[config.mk]
export PLATFORM = sky130hd
export DESIGN_NAME = skth_cell
export DESIGN_NICKNAME = d
export VERILOG_FILES = /design/src/skth_pkg.sv /design/src/skth_cell.sv
export SDC_FILE = /design/constraint.sdc
export NUM_CORES = 1
export LEC_CHECK = 0
export BUFFER_PORTS_ARGS = -buffer_cell sky130_fd_sc_hd__buf_2
export CORE_ASPECT_RATIO = 0.5
export CORE_MARGIN = 2
export CORE_UTILIZATION = 44
export DETAILED_ROUTE_END_ITERATION = 7
export PLACE_DENSITY_LB_ADDON = 0.1
export SYNTH_ARGS = -nofsm -noshare
export SYNTH_HDL_FRONTEND = slang
export SYNTH_SLANG_ARGS = --single-unit
[constraint.sdc]
create_clock -name clk -period 3.08 [get_ports clk]
set_input_delay 0.616 -clock clk [delete_from_list [all_inputs] [get_ports clk]]
set_output_delay 0.616 -clock clk [all_outputs]
set_load 0.03 [all_outputs]
[src/skth_pkg.sv]
`timescale 1ns / 1ps
// Shared widths, register map and types for the streaming k-th smallest block.
package skth_pkg;

  localparam int DATA_W    = 32;
  localparam int RANK_W    = 7;
  localparam int ADDR_W    = 2;
  localparam int PDATA_W   = 32;
  localparam int MAX_K_DEF = 64;

  localparam logic [RANK_W-1:0] RANK_RESET  = RANK_W'(1);
  localparam logic [ADDR_W-1:0] ADDR_RANK_K = ADDR_W'(0);

  // Broadcast to every cell of the chain
  typedef struct packed {
    logic                     shrink;  // drop the largest entry
    logic                     grow;    // store holds fewer than k entries
    logic signed [DATA_W-1:0] v;       // incoming value
  } cell_ctrl_t;

  typedef struct packed {
    logic signed [DATA_W-1:0] kth;
    logic                     short_set;
  } result_t;

endpackage

[src/skth_cell.sv]
`timescale 1ns / 1ps
// One cell of the descending sorted chain; cell 0 holds the largest kept entry.
module skth_cell (
  input  logic                              clk,
  input  logic                              en,
  input  skth_pkg::cell_ctrl_t              ctrl,
  input  logic                              valid,
  input  logic signed [skth_pkg::DATA_W-1:0] left_value,
  input  logic                              left_gt,
  input  logic signed [skth_pkg::DATA_W-1:0] right_value,
  input  logic                              right_gt,
  output logic signed [skth_pkg::DATA_W-1:0] value,
  output logic                              gt,
  output logic signed [skth_pkg::DATA_W-1:0] value_next
);
  import skth_pkg::*;

  assign gt = valid && (value > ctrl.v);

  always_comb begin
    if (ctrl.shrink) begin
      // advance every entry one place towards the head
      value_next = right_value;
    end else if (ctrl.grow) begin
      // open a slot for v below all larger entries
      value_next = gt ? value : (left_gt ? ctrl.v : left_value);
    end else begin
      // full: larger entries move up over the dropped head, v fills the gap
      value_next = right_gt ? right_value : (gt ? ctrl.v : value);
    end
  end

  always_ff @(posedge clk) begin
    if (en) begin
      value <= value_next;
    end
  end

endmodule

==> impl_metrics.yaml <==
layout:
  ff_latch_area_um2: 961
  fillers: 509
  antennaDiodeCount: 0
  final_area_um2: 6560
  drive_gt1_share_pct: 56.5
  multi_input_comb_area_um2: 2980
  largest_reg_flops: 32
  final_nets: 843
  finalNonFillerCells: 820
  largest_register: "value"
  area_growth_pct: 76.5
  top_regs: "value: 32 flops"
timing:
  finalSetupViolCount: 38
  finalClockSkew_ps: 6.34
  worst_slack_ps: -781
  rsz0062_at_grt: "yes"
  worst_slew_pin_slew_ps: 877
  fmax_mhz: 259
  relSlewSlack_pct: 41.6
  hold_viol: 0
  post-route-min-period_ps: 3860
  maxSlewViolCount: 0
  fin_crit_sh_pct: 125
global_routing:
  grt_pass1_wl_mm: 20.0
  grt_max_degree: 65
  grt_pass1_vias: 4147
  grt_util_all_layers_pct: 27.5
  grt_overflow: 0
  antenna_found_initial: 0
worst_hold_path:
  hold_class: "in2reg"
pwr:
  p_per_area_nw_per_um2: 369
  p_seq_share_pct: 23.4
  p_switching_mw: 0.943
  power.internal_mw: 1.47
  pwr-share-clk_pct: 20.6
  swShare_pct: 39.0
  p_total_mw: 2.42
  pwr-share-comb_pct: 56.0
  p_leak_nw: 2.98
  ir_drop_mv: 0.225
cts:
  root_buffer: "clkbuf_16"
  clk_path_buf_depth: 2
  clk_pin_slew_worst_paths_ps: 50
  cts_tree: "built"
  clk_latency_ps: 290
  ctsHtreeMaxLevel: 2
  cts_buffers: 5
  cts.sinks: 32
  ctsHoldBuffers: 0
setup_path:
  cpPeakStageDelay_ps: 360
  path_cells: "buf_12 -> inv_12 -> ha_4 -> a211oi_4 -> a211oi_2 -> o31a_1 -> nor4_4 -> o2111ai_4 -> nand2_4 -> inv_8 -> buf_12 -> buf_6 -> mux2_4 -> o211ai_1 -> buf_4"
  required_ps: 2460
  critPathArrivalTime_ps: 3240
  worstSetupStartpointType: "input pin"
  critPathCaptureType: "output port"
  cp_slowest_cell: "nor4_4"
  critPathKind: "in2out"
  critPathMaxFanout: 8
  cpMostUsedCell: "buf_12"
floorplan:
  die_area_um2: 9240
  floorplan.rows: 23
  die_h_um: 69.0
  pin_count: 168
  initial_core_util_pct: 45.9
  fp.dieW_um: 134
  core_um2: 8090
route:
  viasPerCell: 5.49
  wl_per_cell_um: 17.5
  first_pass_iters: 6
  finalWirelength_mm: 14.3
  drcViolationCount: 0
  first_iter_violations: 362
  ant_nets: 0
  num_vias: 4505
placed_design:
  placed_area_um2: 5570
  io_buffer_count: 167
  place_inst: 779
  place_hpwl_mm: 8.51
  gp_congestion: 0.810
synth:
  synth_warnings: 0
  syn-cell-area_um2: 3710
  synth_seq_cells: 32
  syn_inst: 434
  ys_seq_area_share_pct: 25.9
  synthesis.nets: 569
  syn-mean-instance-area_um2: 8.56
  synth.distinct_cells: 32
flow_run:
  cap_viol_max_count: 0
run_status:
  violations: "setup timing"
  run_status: "complete, but fails checks"
cells by family (layout without fill, tap and decap cells):
logic type      after synthesis  after routing  synth area share, %
fa+ha+maj                    32             32                 10.8
mux                          32             32                 11.3
buf+inv                      64            338                 7.44
simple gates                155            155                 18.9
compound gates              119            119                 25.7
flops                        32             32                 25.9
placed cells by master, fill, tap and decap left out, drive strengths merged:
cell type,count
inv,35
o211ai,32
clkinv,1
o21a,1
o31ai,2
a211oi,35
nor4,2
o21ai,32
nor3,2
clkbuf,10
a21o,2
a21oi,11
buf,292
a32oi,1
nand4,8
nor2b,32
o2111ai,1
nor2,5
nand3,8
nand2,98
mux2,32
o31a,1
edfxtp,32
ha,32
a21boi,1
Yosys cell counts (all sizes together):
library cell  number  share of area, %
nor2               5              0.51
o2111ai            1              0.24
a211oi            35               9.4
a21oi             11               1.5
ha                32                11
o31a               1              0.24
a21boi             1              0.20
nor3               2              0.27
nor2b             32               5.4
nand3              8               1.1
edfxtp            32                26
a32oi              1              0.24
o31ai              2              0.40
o21a               1              0.20
nor4               2              0.34
nand4              8               1.3
clkbuf            22               2.2
nand2             98                10
mux2              32                11
a21o               2              0.40
o21ai             32               4.3
buf                7               1.7
o211ai            32               8.6
inv               35               3.5
timing repair:
item                       in CTS  in global routing
pin swaps                      16                 24
buffers inserted               17                 10
gates cloned                    2                  6
gates resized for setup        94                 26
setup endpoints to repair      34                 49
metal layers:
metal,track usage [%],routed length [µm],vias up
li1,-,-,2117
met1,35.4,6120,2134
met3,5.41,1200,24
met4,7.98,253,0
met5,0,0,-
met2,48.3,6740,230
through the flow:
stage	hold slack (ps)	worst slack [ps]	setup TNS [ps]	utilization, %
floorplan	728	-300	-8950	-
global placement	787	-757	-27210	68.9
detailed placement	805	-790	-28650	68.9
CTS	666	-683	-19270	77.2
global route	692	-924	-29040	81.1
finish	670	-781	-23900	81.1
power groups by stage:
| stage | Sequential (mW) | Combinational (mW) | Clock (mW) |
|---|---|---|---|
| 2_1_floorplan | 0.655 | 0.564 | 0 |
| 3_3_place_gp | 0.568 | 1.03 | 0 |
| 3_5_place_dp | 0.569 | 1.04 | 0 |
| 4_1_cts | 0.564 | 1.21 | 0.491 |
| 5_1_grt | 0.571 | 1.43 | 0.512 |
| 6_report | 0.565 | 1.35 | 0.497 |
path summary, 6_finish.rpt:
kind / start / cells past startpoint / endpoint / slack, ps
setup reg to reg: value[18] / 19 / value[9] / -710
hold / removal: right_value[6] / 3 / value[6] / 670
hold reg to reg: value[5] / 3 / value[5] / 890
setup / recovery: ctrl[18] / 15 / value_next[13] / -780
final cells by class:
cell class              instances  share of cell area (%)
flip-flops and latches         32                    14.7
multi-input cells             338                    45.5
clock inverters                 1                  0.0763
well taps                     112                    2.14
clock buffers                   6                    1.97
inverters                      35                    2.31
repair buffers                296                    33.4
critical path, delay by kind of cell:
| family | cells | cell delay [ps] |
|---|---|---|
| multiplexers | 1 | 280 |
| buffers and inverters | 6 | 670 |
| AO/OA/AOI/OAI | 5 | 930 |
| adder cells (fa/ha/maj) | 1 | 240 |
| AND/OR/NAND/NOR | 2 | 500 |
No activity file was read; power rests on OpenSTA's default activity.
