==> src/skth_pkg.sv <==
`timescale 1ns / 1ps
// Shared widths, register map and types for the streaming k-th smallest block.
package skth_pkg;

  localparam int DATA_W    = 32;
  localparam int RANK_W    = 7;
  localparam int ADDR_W    = 2;
  localparam int PDATA_W   = 32;
  localparam int MAX_K_DEF = 64;

  localparam logic [RANK_W-1:0] RANK_RESET  = RANK_W'(1);
  localparam logic [ADDR_W-1:0] ADDR_RANK_K = ADDR_W'(0);

  // Broadcast to every cell of the chain
  typedef struct packed {
    logic                     shrink;  // drop the largest entry
    logic                     grow;    // store holds fewer than k entries
    logic signed [DATA_W-1:0] v;       // incoming value
  } cell_ctrl_t;

  typedef struct packed {
    logic signed [DATA_W-1:0] kth;
    logic                     short_set;
  } result_t;

endpackage

==> src/skth_out_queue.sv <==
`timescale 1ns / 1ps
// Two-entry result queue: output register plus one skid slot.
module skth_out_queue (
  input  logic                              clk,
  input  logic                              rst,
  input  logic                              push,
  input  skth_pkg::result_t                 push_data,
  input  logic                              out_stall,
  output logic                              out_valid,
  output logic signed [skth_pkg::DATA_W-1:0] kth_value,
  output logic                              short_set,
  output logic                              full
);
  import skth_pkg::*;

  result_t skid;
  logic    skid_valid;
  logic    head_free;

  assign head_free = !out_valid || !out_stall;
  assign full      = skid_valid;

  always_ff @(posedge clk) begin
    if (rst) begin
      out_valid  <= 1'b0;
      skid_valid <= 1'b0;
    end else if (head_free) begin
      if (skid_valid) begin
        out_valid  <= 1'b1;
        skid_valid <= push;
      end else begin
        out_valid  <= push;
      end
    end else if (push) begin
      skid_valid <= 1'b1;
    end
  end

  always_ff @(posedge clk) begin
    if (head_free) begin
      if (skid_valid) begin
        kth_value <= skid.kth;
        short_set <= skid.short_set;
        skid      <= push_data;
      end else begin
        kth_value <= push_data.kth;
        short_set <= push_data.short_set;
      end
    end else if (push) begin
      skid <= push_data;
    end
  end

endmodule

==> config.mk <==
export PLATFORM = sky130hd
export DESIGN_NAME = skth_out_queue
export DESIGN_NICKNAME = d
export VERILOG_FILES = /design/src/skth_pkg.sv /design/src/skth_out_queue.sv
export SDC_FILE = /design/constraint.sdc
export NUM_CORES = 1
export LEC_CHECK = 0
export BUFFER_PORTS_ARGS = -buffer_cell sky130_fd_sc_hd__buf_2
export CORE_UTILIZATION = 46
export CTS_BUF_LIST = sky130_fd_sc_hd__clkbuf_16
export DETAILED_ROUTE_END_ITERATION = 6
export PLACE_DENSITY_LB_ADDON = 0.12
export SKIP_CTS_REPAIR_TIMING = 1
export SLEW_MARGIN = 40
export SYNTH_ARGS = -nofsm -noshare
export SYNTH_HDL_FRONTEND = slang
export SYNTH_SLANG_ARGS = --single-unit
export TNS_END_PERCENT = 20
==> constraint.sdc <==
create_clock -name clk -period 2.2 [get_ports clk]
set_clock_uncertainty 0.2 [all_clocks]
set_input_delay 0.22 -clock clk [delete_from_list [all_inputs] [get_ports clk]]
set_output_delay 0.22 -clock clk [all_outputs]
set_load 0.02 [all_outputs]
==> results.py, run 1 <==
metrics = {
    "status": {
        "status": "completed",
    },
    "floorplanning": {
        "die_w_um": 77.2,
        "design.core.area_um2": 5470,
        "die_area_um2": 5960,
        "ios": 72,
        "floorplan.initialDensity": 0.476,
        "height_of_the_chip_um": 77.2,
        "row_count": 27,
    },
    "clocking": {
        "numCtsBuffers": 9,
        "cts_tree": "yes",
        "h-tree-depth": 3,
        "cts.root.buffer_cell": "sky130_fd_sc_hd__clkbuf_16",
        "clk_latency_ns": 0.31,
        "number_of_sinks_driven_by_the_clock_tree": 68,
        "clk_pin_slew_ns": 0.05,
        "cts.path.max_buffers": 2,
    },
    "finish": {
        "finish.net_count": 267,
        "layout_cell_share_with_drive_strength_beyond_1": 0.532,
        "area_growth_pct": 40.5,
        "antenna-diode-count": 0,
        "layout.filler_cells": 416,
    },
    "sta": {
        "tns_ns": 0,
        "achievable-frequency_mhz": 566,
        "finalHoldWorstSlack_ns": 0.00844,
        "setup-violations-final": 0,
        "worst_slack_ns": 0.432,
        "rsz0062_at_grt": "no",
        "fin_crit_ns": 1.77,
        "relSlewSlack": 0.695,
        "finalMaxSlewViolations": 0,
        "final.period_utilization": 0.803,
        "tightestPinTransition_ns": 0.457,
        "hold_violation_count_in_the_final_report": 0,
    },
    "min_path": {
        "holdCritPathClass": "in2reg",
        "holdCritStartpoint": "out_stall",
    },
    "synthesis": {
        "postSynthAreaPerCell_um2": 23.2,
        "synth_fp_nets": 149,
        "post_synth_mux_area_share": 0.185,
        "synth_area_leaders": "sky130_fd_sc_hd__edfxtp_1 (76%), sky130_fd_sc_hd__mux2_4 (15%), sky130_fd_sc_hd__mux2_2 (3.5%), sky130_fd_sc_hd__buf_12 (2.3%), sky130_fd_sc_hd__dfxtp_1 (1.5%)",
        "synth_area_um2": 2600,
        "post_synth_xor_area_fraction": 0,
        "synth_warnings": 0,
        "synth_adder_area_share": 0,
        "synth_compound_gate_area_share": 0.00673,
        "yosys.area.top_type_share": 0.762,
        "yosys_cell_types": 10,
        "synthesis.instances": 112,
        "proportion_of_synthesized_chip_area_in_sequential_cells": 0.777,
        "yosys_register_bits": 68,
        "synth_top_family_by_area": "multiplexers",
        "post-synth-top-area-cell": "sky130_fd_sc_hd__edfxtp_1",
        "synth-simple-area-share": 0.00433,
    },
    "routing": {
        "drt_pass1_iterations": 4,
        "avgViaCountPerCell": 4.64,
        "first_iter_violations": 81,
        "remaining_drc_errors": 0,
        "route.vias.total": 1415,
        "drt.antenna.violating_nets": 0,
        "drt-total-wl_um": 4360,
        "wire_per_inst_um": 14.3,
    },
    "placement": {
        "hpwlAfterDp_um": 2820,
        "port-buffer-count": 71,
        "gp_routability_congestion": 0.672,
        "dpl_worst_slack_ns": 0.589,
    },
    "power_and_ir_drop": {
        "switching_share": 0.207,
        "p_int_uw": 2410,
        "comb_power_share": 0.106,
        "power_density_nw_per_um2": 831,
        "p_leak_uw": 0.00148,
        "net_switching_power_uw": 628,
        "power.share.clock": 0.389,
        "max-vdd-ir-drop_mv": 0.497,
        "seqPwrFrac": 0.506,
    },
    "critical_path": {
        "end_kind": "output port",
        "worstSetupStartpointType": "flop",
        "critical_path_peak_fanout": 11,
        "reg2reg_from": "full",
        "critical_path_class": "reg2out",
        "setup.worst_path.start": "full",
        "arrival_ns": 1.35,
        "cp.required_ns": 1.78,
    },
    "global_route": {
        "grt_use_met2": 0.234,
        "grt_use_met1": 0.185,
        "grt_overflow_total": 0,
        "grtUsageMet3": 0.0524,
        "grt_max_degree": 35,
        "globalRoute.busiestLayer": "met2",
        "overall_track_demand_over_capacity_in_global_routing": 0.152,
        "grt_first_pass_wirelength_um": 6600,
        "antenna_violations_before_repair": 0,
        "grt_pass1_vias": 1340,
    },
    "flow_run": {
        "max-cap-violations": 0,
    },
}
[power by group through the flow]
stage,Combinational [uW],Sequential [uW],Clock (uW)
after CTS,279,1540,1210
after global placement,270,1560,0
after global routing,345,1540,1260
after floorplan,96.2,1630,0
final,322,1540,1180
after detailed placement,278,1560,0
[cell usage after synthesis (all sizes together)]
master / n
o211ai: 1
a21oi: 2
mux2: 34
edfxtp: 66
buf: 4
dfxtp: 2
nand2: 2
nor2: 1
[flip-flops by register name, indices dropped and copies added, names as in the netlist]
register	cells
full	1
short_set	1
kth_value	32
skid	33
out_valid	1
[worst paths after layout]
| check | endpoint | slack, ns | cells past startpoint |
|---|---|---|---|
| min | full | 0.008 | 3 |
| max | full | 0.43 | 2 |
| max reg2reg | kth_value[25] | 0.60 | 2 |
| min reg2reg | full | 0.31 | 2 |
[area by class of cell]
class,instances,area (um2),area share
sequential,68,2020,0.553
timing repair buffer,111,781,0.213
multi-input combinational,40,515,0.141
clock buffer,9,225,0.0616
tap,72,90.1,0.0246
clock inverter,5,22.5,0.00616
[critical path: stages, from the launching register on]
cell and delay, ns:
sky130_fd_sc_hd__dfxtp_2 0.52, sky130_fd_sc_hd__buf_4 0.30, sky130_fd_sc_hd__buf_2 0.21
[through the flow]
stage	total power, uW	utilization	cell area (um2)	std cells
floorplan	1730	-	2610	112
finish	3040	0.668	3660	305
global route	3150	0.668	3660	305
detailed placement	1840	0.559	3060	256
global placement	1830	0.559	3060	256
CTS	3030	0.604	3310	270
[per-layer routing]
metal | vias up | wire length, um
li1 | 684 | -
met1 | 675 | 1950
met2 | 48 | 2120
met3 | 8 | 224
met4 | 0 | 61
met5 | - | 0
[logic make-up after synthesis]
family	Yosys count
buffers and inverters	4
DFF	68
muxes	34
and+or+nand+nor	3
AOI/OAI and AO/OA	3
[cell usage in the layout (no fill, tap or decap), types with 2 or more instances in the layout]
| cell type | n |
|---|---|
| sky130_fd_sc_hd__a21oi_1 | 2 |
| sky130_fd_sc_hd__buf_12 | 3 |
| sky130_fd_sc_hd__buf_2 | 71 |
| sky130_fd_sc_hd__buf_4 | 2 |
| sky130_fd_sc_hd__clkbuf_16 | 9 |
| sky130_fd_sc_hd__clkinv_2 | 3 |
| sky130_fd_sc_hd__dlygate4sd3_1 | 35 |
| sky130_fd_sc_hd__edfxtp_1 | 66 |
| sky130_fd_sc_hd__mux2_2 | 7 |
| sky130_fd_sc_hd__mux2_4 | 27 |
No activity file was read; power rests on OpenSTA's default activity.
==> inputs of run 2 (changes only) <==
Settings changed: ABC_AREA from default to 1, CORE_UTILIZATION 46 to 51.
Clock period 2.2 ns to 1.79 ns, I/O delays scaled along.
==> run 2 against run 1 <==
Against the previous run:
- the flow now finishes with violations (hold timing)
- first-iteration DRC count rose by 58%
- sequential share of layout area rose by 1.5 points
- power rose by 25%
- design area fell by 2.7%
- worst hold slack got worse by 0.045 ns
- combinational power rose by 26%
- sequential power rose by 25%
- clock power rose by 24%
- area after synthesis fell by 1.8%
- cell count rose by 21%
- global-route usage rose by 2.1 points
- clock-buffer cell count did not move
==> results.py, run 2 <==
metrics = {
    "min_path": {
        "holdCritPathClass": "in2reg",
    },
    "clocking": {
        "clk_pin_slew_ns": 0.05,
        "numCtsBuffers": 9,
        "cts.path.max_buffers": 2,
        "number_of_sinks_driven_by_the_clock_tree": 68,
        "cts.root.buffer_cell": "sky130_fd_sc_hd__clkbuf_16",
        "h-tree-depth": 3,
        "cts_tree": "yes",
        "clk_latency_ns": 0.31,
    },
    "placement": {
        "hpwlAfterDp_um": 2600,
        "port-buffer-count": 71,
        "gp_routability_congestion": 0.695,
        "cell_area_after_placement_um2": 2960,
        "dpl_worst_slack_ns": 0.255,
    },
    "synthesis": {
        "postSynthAreaPerCell_um2": 13.7,
        "proportion_of_synthesized_chip_area_in_sequential_cells": 0.791,
        "yosys_register_bits": 68,
        "synth_area_um2": 2560,
        "synth_warnings": 0,
        "synth_fp_nets": 223,
        "synth_enable_flop_cells": 66,
        "postSynth.asyncResetShare": 0,
        "synthesis.instances": 186,
        "synthTopCellsByCount": "sky130_fd_sc_hd__nand2_1 (92), sky130_fd_sc_hd__edfxtp_1 (66), sky130_fd_sc_hd__nand2_2 (11)",
        "synth_flop_cell": "sky130_fd_sc_hd__edfxtp_1",
        "post-synth-top-area-cell": "sky130_fd_sc_hd__edfxtp_1",
        "yosys_cell_types": 13,
        "synth_area_leaders": "sky130_fd_sc_hd__edfxtp_1 (78%), sky130_fd_sc_hd__nand2_1 (14%), sky130_fd_sc_hd__nand2_2 (2.7%), sky130_fd_sc_hd__dfxtp_1 (1.6%), sky130_fd_sc_hd__buf_6 (1.3%)",
        "yosys.area.top_type_share": 0.775,
        "synth.most_common_cell": "sky130_fd_sc_hd__nand2_1",
    },
    "global_route": {
        "grt_overflow_total": 0,
        "grt_max_degree": 36,
        "antenna_violations_before_repair": 0,
        "overall_track_demand_over_capacity_in_global_routing": 0.173,
        "grt_pass1_vias": 1421,
        "grt_first_pass_wirelength_um": 6520,
    },
    "sta": {
        "finalMaxSlewViolations": 0,
        "hold_violation_count_in_the_final_report": 1,
        "achievable-frequency_mhz": 606,
        "tns_ns": 0,
        "finalHoldWorstSlack_ns": -0.0366,
        "tightestPinTransition_ns": 0.454,
        "setup-violations-final": 0,
        "final.period_utilization": 0.921,
        "fin_crit_ns": 1.65,
        "rsz0062_at_grt": "no",
        "relSlewSlack": 0.697,
        "worst_slack_ns": 0.141,
    },
    "critical_path": {
        "cp.required_ns": 1.41,
        "critical_path_class": "reg2out",
        "worstSetupStartpointType": "flop",
        "critical_path_peak_fanout": 35,
        "end_kind": "output port",
        "arrival_ns": 1.27,
    },
    "floorplanning": {
        "die_w_um": 72.8,
        "row_count": 25,
        "die_area_um2": 5300,
        "height_of_the_chip_um": 72.8,
        "ios": 72,
        "design.core.area_um2": 4790,
        "floorplan.initialDensity": 0.534,
    },
    "finish": {
        "area_growth_pct": 39.2,
        "layout_cell_share_with_drive_strength_beyond_1": 0.327,
        "mostFrequentLayoutCells": "sky130_fd_sc_hd__nand2_1 (91), sky130_fd_sc_hd__buf_2 (71), sky130_fd_sc_hd__edfxtp_1 (66), sky130_fd_sc_hd__dlygate4sd3_1 (34), sky130_fd_sc_hd__nand2_2 (11)",
        "largestRegisters": "skid (33), kth_value (32)",
        "post-route-cell-area_um2": 3560,
        "finish.net_count": 336,
        "top_reg_by_flops": "skid",
        "layout.cells.most_common": "sky130_fd_sc_hd__nand2_1",
        "antenna-diode-count": 0,
        "largest_register_ffs": 33,
    },
    "power_and_ir_drop": {
        "power_density_nw_per_um2": 1070,
        "post-layout-total-power_uw": 3790,
        "p_leak_uw": 0.00156,
        "max-vdd-ir-drop_mv": 0.762,
    },
    "routing": {
        "first_iter_violations": 128,
        "route.vias.total": 1666,
        "avgViaCountPerCell": 4.50,
        "drt-total-wl_um": 4580,
        "wire_per_inst_um": 12.4,
        "drt.antenna.violating_nets": 0,
        "drt_pass1_iterations": 4,
        "remaining_drc_errors": 0,
    },
    "status": {
        "status": "complete, but fails checks",
        "failed_checks": "hold timing",
    },
    "flow_run": {
        "max-cap-violations": 0,
    },
}
run 2: report_power, final:
| group | total (uW) | leakage, uW | internal (uW) | switching [uW] |
|---|---|---|---|---|
| clock | 1460 | 0.000126 | 899 | 557 |
| sequential | 1930 | 0.000666 | 1900 | 32.7 |
| combinational | 406 | 0.000769 | 162 | 244 |
| total | 3790 | 0.00156 | 2960 | 834 |
run 2: kinds of logic (layout without fill, tap and decap cells):
family / Yosys count / in the layout / share of synthesized area
AO/OA/AOI/OAI: 2 / 2 / 0.00489
buffers and inverters: 11 / 128 / 0.0387
flip-flops: 68 / 68 / 0.791
AND/OR/NAND/NOR: 105 / 105 / 0.165
run 2: final cells by class:
| class | count | area, um2 |
|---|---|---|
| multi-input cells | 107 | 450 |
| repair buffers | 109 | 729 |
| flip-flops and latches | 68 | 2020 |
| clock inverters | 6 | 23.8 |
| well taps | 67 | 83.8 |
| inverters | 4 | 22.5 |
| clock buffers | 9 | 225 |
| fillers | 334 | 1230 |
run 2: critical path, stage by stage (launching register included):
cell and delay [ns]:
sky130_fd_sc_hd__dfxtp_1 0.44, sky130_fd_sc_hd__buf_6 0.30, sky130_fd_sc_hd__buf_2 0.22
run 2: per-stage QoR:
stage / hold slack [ns] / cells / utilization
finish: -0.0366 / 370 / 0.743
global route: 0.000341 / 370 / 0.743
floorplan: 0.0779 / 186 / -
CTS: -0.156 / 336 / 0.671
global placement: 0.172 / 321 / 0.619
detailed placement: 0.173 / 321 / 0.619
run 2: metal layers:
| metal | part of all wire | vias up | track usage |
|---|---|---|---|
| met5 | 0 | - | 0 |
| met4 | 0.0079 | 0 | 0.0850 |
| met3 | 0.053 | 4 | 0.0594 |
| met2 | 0.51 | 59 | 0.266 |
| met1 | 0.43 | 756 | 0.221 |
| li1 | - | 847 | - |
run 2: worst paths after layout:
path                                from             to  slack [ns]  cells past startpoint
worst max-delay path                full           full        0.14                      2
worst min-delay path                push      out_valid       -0.04                      3
worst max register to register      full       skid[21]        0.25                      3
worst min register to register  skid[19]  kth_value[18]        0.31                      2
==> inputs of run 3 (changes only) <==
Settings changed: CORE_ASPECT_RATIO from default to 1.25.
==> run 3 against run 2 <==
Against the previous run:
- the run still ends with hold timing left
- sequential power hardly changed
- register-to-register slack hardly changed
- design area hardly changed
- non-clock buffer count stayed put
- largest cell class unchanged
==> results.py, run 3 (synthesis results as in run 2) <==
metrics = {
    "finish": {
        "area_growth_pct": 39.3,
        "largestRegisters": "skid (33), kth_value (32)",
        "layout_cell_share_with_drive_strength_beyond_1": 0.339,
        "mostFrequentLayoutCells": "sky130_fd_sc_hd__nand2_1 (91), sky130_fd_sc_hd__buf_2 (71), sky130_fd_sc_hd__edfxtp_1 (66), sky130_fd_sc_hd__dlygate4sd3_1 (34), sky130_fd_sc_hd__nand2_2 (11)",
        "layout.cells.most_common": "sky130_fd_sc_hd__nand2_1",
        "postLayoutCoreUtil": 0.747,
        "largest_register_ffs": 33,
        "finish.net_count": 336,
        "antenna-diode-count": 0,
        "layout.filler_cells": 359,
        "top_reg_by_flops": "skid",
    },
    "routing": {
        "wire_per_inst_um": 13.0,
        "drt_pass1_iterations": 4,
        "drt.antenna.violating_nets": 0,
        "drt-total-wl_um": 4750,
        "route.vias.total": 1709,
        "first_iter_violations": 141,
        "remaining_drc_errors": 0,
        "avgViaCountPerCell": 4.70,
    },
    "critical_path": {
        "critical_path_buf_inv_count": 2,
        "critical-path-top-delay-family": "buffers and inverters",
        "reg2reg_from": "full",
        "crit_slowest_cell": "sky130_fd_sc_hd__dfxtp_1",
        "reg2regPathDepth": 3,
        "end_kind": "output port",
        "critPathMaxStageDelay_ns": 0.44,
        "critical_path_peak_fanout": 35,
        "timing.reg2reg.setup_slack_ns": 0.25,
        "critical_path.reg2reg.endpoint": "skid[1]",
        "arrival_ns": 1.28,
        "critical_path_class": "reg2out",
        "worstSetupStartpointType": "flop",
        "cp.required_ns": 1.41,
        "worstPathCellList": "buf_6 > buf_2",
    },
    "flow_run": {
        "max-cap-violations": 0,
    },
    "floorplanning": {
        "design.core.area_um2": 4760,
        "ios": 72,
        "die_w_um": 65.3,
        "height_of_the_chip_um": 81.2,
        "die_area_um2": 5300,
        "row_count": 28,
        "floorplan.initialDensity": 0.537,
    },
    "clocking": {
        "cts.path.max_buffers": 2,
        "h-tree-depth": 3,
        "cts_tree": "yes",
        "numCtsBuffers": 9,
        "number_of_sinks_driven_by_the_clock_tree": 68,
        "clk_pin_slew_ns": 0.05,
        "clk_latency_ns": 0.32,
        "cts.root.buffer_cell": "sky130_fd_sc_hd__clkbuf_16",
    },
    "min_path": {
        "holdCritPathClass": "in2reg",
        "timing.hold.worst_endpoint": "out_valid",
        "holdCritStartpoint": "push",
        "hold-path-cell-count": 3,
    },
    "power_and_ir_drop": {
        "p_int_uw": 2970,
        "post-layout-total-power_uw": 3840,
        "seqPwrFrac": 0.501,
        "comb_power_share": 0.107,
        "switching_share": 0.227,
        "power.share.clock": 0.392,
        "net_switching_power_uw": 873,
        "max-vdd-ir-drop_mv": 0.791,
        "p_leak_uw": 0.00157,
        "power_density_nw_per_um2": 1080,
    },
    "global_route": {
        "grt_max_degree": 36,
        "overall_track_demand_over_capacity_in_global_routing": 0.175,
        "grt_first_pass_wirelength_um": 6530,
        "grt_overflow_total": 0,
        "grt_pass1_vias": 1472,
        "antenna_violations_before_repair": 0,
    },
    "sta": {
        "fin_crit_ns": 1.66,
        "rsz0062_at_grt": "no",
        "achievable-frequency_mhz": 602,
        "hold_violation_count_in_the_final_report": 1,
        "finalHoldWorstSlack_ns": -0.0295,
        "final.period_utilization": 0.927,
        "relSlewSlack": 0.690,
        "setup-violations-final": 0,
        "tightestPinTransition_ns": 0.464,
        "finalMaxSlewViolations": 0,
        "tns_ns": 0,
    },
    "placement": {
        "port-buffer-count": 71,
        "hpwlAfterDp_um": 2660,
        "gp_routability_congestion": 0.715,
    },
    "status": {
        "status": "complete, but fails checks",
        "failed_checks": "hold timing",
    },
}
-- run 3: changes by cell type in the layout (fill, tap and decap cells not counted), sizes merged --
cell      previous run  this run
clkinvlp             0         1
-- run 3: how the worst max path moves through the flow --
stage                     startpoint        to  slack [ns]  cells past startpoint
final                           full      full        0.13                      2
after global routing            full      full        0.09                      2
after CTS                       full      full        0.03                      2
after detailed placement   out_valid  skid[24]        0.24                      3
after global placement          full  skid[22]        0.29                      3
after floorplan            out_valid   skid[0]       0.008                      3
-- run 3: per-layer routing --
| layer | routed length, um | GRT usage | up-vias |
|---|---|---|---|
| met2 | 2500 | 0.296 | 60 |
| met3 | 250 | 0.0449 | 9 |
| met5 | 0 | 0 | - |
| met4 | 85 | 0.117 | 0 |
| met1 | 1910 | 0.193 | 790 |
| li1 | - | - | 850 |
-- run 3: final cells by class --
| cell class | instances | area, um2 | share of cell area |
|---|---|---|---|
| Clock buffer | 9 | 225 | 0.0633 |
| Tap cell | 60 | 75.1 | 0.0211 |
| Timing Repair Buffer | 109 | 729 | 0.205 |
| Clock inverter | 7 | 35.0 | 0.00984 |
| Multi-Input combinational cell | 107 | 450 | 0.127 |
| Inverter | 4 | 22.5 | 0.00633 |
| Sequential cell | 68 | 2020 | 0.568 |
-- run 3: power by group through the flow --
stage / clock [uW] / sequential (uW) / combinational [uW]
5_1_grt: 1580 / 1940 / 446
6_report: 1510 / 1930 / 410
3_5_place_dp: 0 / 1960 / 352
2_1_floorplan: 0 / 2060 / 109
4_1_cts: 1530 / 1930 / 354
3_3_place_gp: 0 / 1950 / 347
-- run 3: worst min-delay path, cell delays in order --
cell and delay, ns:
sky130_fd_sc_hd__buf_2 0.12, sky130_fd_sc_hd__inv_1 0.06, sky130_fd_sc_hd__o21ai_0 0.08
-- run 3: metrics by stage --
stage          cell area (um2)  instances  setup WS [ns]
3_3_place_gp              2960        314          0.287
4_1_cts                   3220        330         0.0321
3_5_place_dp              2960        314          0.241
6_report                  3560        364          0.130
5_1_grt                   3560        364         0.0871
2_1_floorplan             2570        186        0.00848
